--- config.mk ---
export PLATFORM = sky130hd
export DESIGN_NAME = hss_ram
export DESIGN_NICKNAME = d
export VERILOG_FILES = /design/src/hw/rtl/hss_ram.sv
export SDC_FILE = /design/constraint.sdc
export NUM_CORES = 2
export LEC_CHECK = 0
export BUFFER_PORTS_ARGS = -buffer_cell sky130_fd_sc_hd__buf_2
export CORE_UTILIZATION = 45
export CTS_CLUSTER_DIAMETER = 150
export DETAILED_ROUTE_END_ITERATION = 10
export PLACE_DENSITY = 0.62
export SLEW_MARGIN = 10
export SYNTH_ARGS = -nofsm -noshare
export SYNTH_HDL_FRONTEND = slang
export SYNTH_SLANG_ARGS = --single-unit
--- constraint.sdc ---
create_clock -name clock -period 4.7 [get_ports clock]
set_input_delay 0.235 -clock clock [delete_from_list [all_inputs] [get_ports clock]]
set_output_delay 0.235 -clock clock [all_outputs]
set_load 0.03 [all_outputs]
--- src/hw/rtl/hss_ram.sv ---
module hss_ram #(
   parameter int WIDTH = 32,
   parameter int DEPTH = 64,
   localparam int AW = (DEPTH > 1) ? $clog2(DEPTH) : 1
) (
   input  logic             clock,
   input  logic             wr_en,
   input  logic [AW-1:0]    wr_addr,
   input  logic [WIDTH-1:0] wr_data,
   input  logic [AW-1:0]    rd_addr,
   output logic [WIDTH-1:0] rd_data
);

   logic [WIDTH-1:0] mem [DEPTH];
   logic [WIDTH-1:0] rd_data_ff;

   always_ff @(posedge clock) begin
      if (wr_en) begin
         mem[wr_addr] <= wr_data;
      end
      rd_data_ff <= mem[rd_addr];
   end

   assign rd_data = rd_data_ff;

endmodule

==> summary.md <==
| Metric | Value |
|---|---|
| Status | completed |
| # fillers | 13300 |
| Final Cell Area | 89500 um2 |
| P per Cell Area | 431 nW/um2 |
| Yosys warnings | 0 |
| Largest net degree at the start of global routing | 67 |
| Placed cell areas | 83000 um2 |
| Full die area | 176000 um2 |
| Register area | 62100 um2 |
| Layout area overhead | 14.0% |
| Arr. time, crit path | 3.44 ns |
| DR iter-0 viols | 4634 |
| Max Slew Vio Count | 0 |
| Yosys cell types | 34 |
| Worst endpoint required time | 5.23 ns |
| Fmax | 0.344 GHz |
| Vias per inst | 6.11 |
| EDFF count, synth | 2048 |
| RSZ-0062 raised after global routing | false |
| Area of the multi-input gates | 16000 um2 |
| Routed Wire Length | 203000 um |
| Bufs on Longest Clock Path | 3 |
| Num rows | 152 |
| Setup violations, final | 0 |
| Maximum fanout along the worst path | 22 |
| Htree depth | 4 |
| Syn Nets | 3370 |
| Root buf cell | clkbuf_16 |
| Dominant synthesized flop cell | edfxtp_1 |
| Die X-Extent | 420 um |
| DP HPWL | 117000 um |
| CTS tree | built |
| Crit path capture type | register |
| I/O Pins | 78 |
| Register area share after synthesis | 79.1% |
| Startpoint Class | input port |
| Synthesis-stage register bit count | 2080 |
| Cells after Synth | 3324 |
| Final Skew | 0.0257 ns |
| Period utilisation layout | 61.9% |
| Clock sink count | 2080 |
| First-pass GRT wire length | 286000 um |
| Layout cells sized above 1 | 30.6% |
| Clk_lat worst skew | 0.83 ns |
| DRT antenna net count | 0 |
| VDD IR max | 0.000366 V |
| Number of port buffers | 77 |
| GR Util All Layers | 23.3% |
| Crit path kind | in2reg |
| Mapped Area | 78500 um2 |
| Maxcap violations | 0 |
| Starting Density | 45.5% |
| FFs w/ async S/R, synth | 0% |
| Vias | 37200 |
| Worst-path clk slew | 0.06 ns |
| Routed WL per cell | 33.3 um |
| Die H | 420 um |
| Fin. Hold Viols | 0 |
| TritonCTS buffer count | 203 |
| Antenna violations before repair | 15 |
| Core area | 172000 um2 |
| Syn Area/Cell | 23.6 um2 |
| Total gr overflow | 0 |
| Min cycle time layout | 2.91 ns |
| Worst-margin pin slew | 1.25 ns |
| Post-layout nets | 3655 |
| Gpl congestion | 0.827 |
| Post-route setup TNS | 0 ns |
| Worst min path class | in2reg |
| DRC | 0 |
| Slew headroom | 16.5% |
| Vias in the first global route | 37300 |
| Setup Fix Bufs, Post-CTS | 0 |
| Detailed Routing Iterations Pass 1 | 5 |
| P_leak | 27.9 nW |
==> critical path, stage by stage <==
cell and delay, ns:
dlygate4sd3_1 0.55, buf_2 0.23, nor2b_1 0.21, nand3_1 0.70
nor2_4 1.11, buf_4 0.37
==> layout by cell type, fill, tap and decap left out, drive strengths merged, types with 7 or more instances in the layout <==
cell | Yosys | layout
mux4 | 544 | 544
nand2b | 8 | 8
a22oi | 12 | 12
edfxtp | 2048 | 2048
bufinv | 0 | 13
nor3 | 7 | 7
mux2i | 93 | 93
nor2 | 137 | 137
dfxtp | 32 | 32
clkinv | 0 | 74
a21oi | 62 | 62
nand2 | 26 | 26
o22ai | 84 | 84
nor2b | 15 | 15
inv | 0 | 8
o221ai | 27 | 27
clkbuf | 74 | 285
buf | 108 | 258
a311oi | 8 | 8
==> power by group <==
part	internal, mW	switching [mW]
Clock	9.06	6.87
Combinational	0.708	1.32
Sequential	20.5	0.0904
==> per-stage QoR <==
step	instances	setup slack [ns]	total power, mW	utilization, %	hold slack [ns]
global route	6094	1.78	39.6	51.9	0.0674
detailed placement	5710	1.23	23.1	48.1	0.659
global placement	5710	1.24	23.0	48.1	0.660
CTS	6094	1.86	38.8	51.9	0.0193
floorplan	3324	1.31	22.0	-	0.334
finish	6097	1.79	38.6	51.9	0.0661
==> final timing paths <==
path | start | to | slack [ns] | cells past startpoint
worst min-delay path | wr_data[27] | mem[62][27] | 0.07 | 2
worst max-delay path | wr_addr[1] | mem[59][21] | 1.79 | 6
worst min register to register | mem[12][17] | rd_data[17] | 0.74 | 4
worst max register to register | mem[55][9] | rd_data[9] | 2.39 | 5
==> routing by layer <==
metal / GRT usage (%) / routed length, um
met3: 5.09 / 18200
met4: 6.35 / 5050
met2: 36.1 / 95900
met1: 33.7 / 83600
met5: 0 / 35
==> Yosys cell counts (4+ instances only) <==
library cell	number	share of area, %
o221ai_1	27	0.30
nand3b_1	5	0.048
a311oi_1	8	0.089
clkbuf_1	74	0.35
edfxtp_1	2048	78
and3_1	4	0.032
o32ai_1	4	0.045
a22oi_1	12	0.11
nand3_1	5	0.032
nor3_1	7	0.045
a41o_1	4	0.051
buf_2	57	0.36
nor2b_1	15	0.12
dfxtp_1	32	0.82
a21oi_1	62	0.40
buf_6	5	0.072
nand2b_1	8	0.064
buf_4	25	0.24
buf_1	21	0.10
o22ai_1	84	0.67
nor2_1	137	0.65
mux4_2	544	16
mux2i_1	93	1.2
nand2_1	26	0.12
==> layout make-up <==
| class | count | area share (%) |
|---|---|---|
| antenna | 3 | 0.00838 |
| clock buffer | 285 | 6.28 |
| clock inverter | 95 | 1.00 |
| multi-input combinational | 1062 | 17.8 |
| sequential | 2080 | 69.4 |
| tap | 2310 | 3.23 |
| timing repair buffer | 262 | 2.26 |
==> flip-flops by register name, indices dropped and copies added (netlist names) <==
signal / count
rd_data: 32
mem: 2048
==> cells by family after synthesis <==
family | share of synthesized area, %
flops | 79.1
mux | 16.8
simple gates | 1.27
compound gates | 1.67
buf+inv | 1.13
==> timing repair <==
action | 4_1_cts | 5_1_grt
endpoints found under the hold margin | 13 | 0
hold buffers | 4 | 0
gates resized for setup | 0 | 0
(Power assumes the default switching activity.)
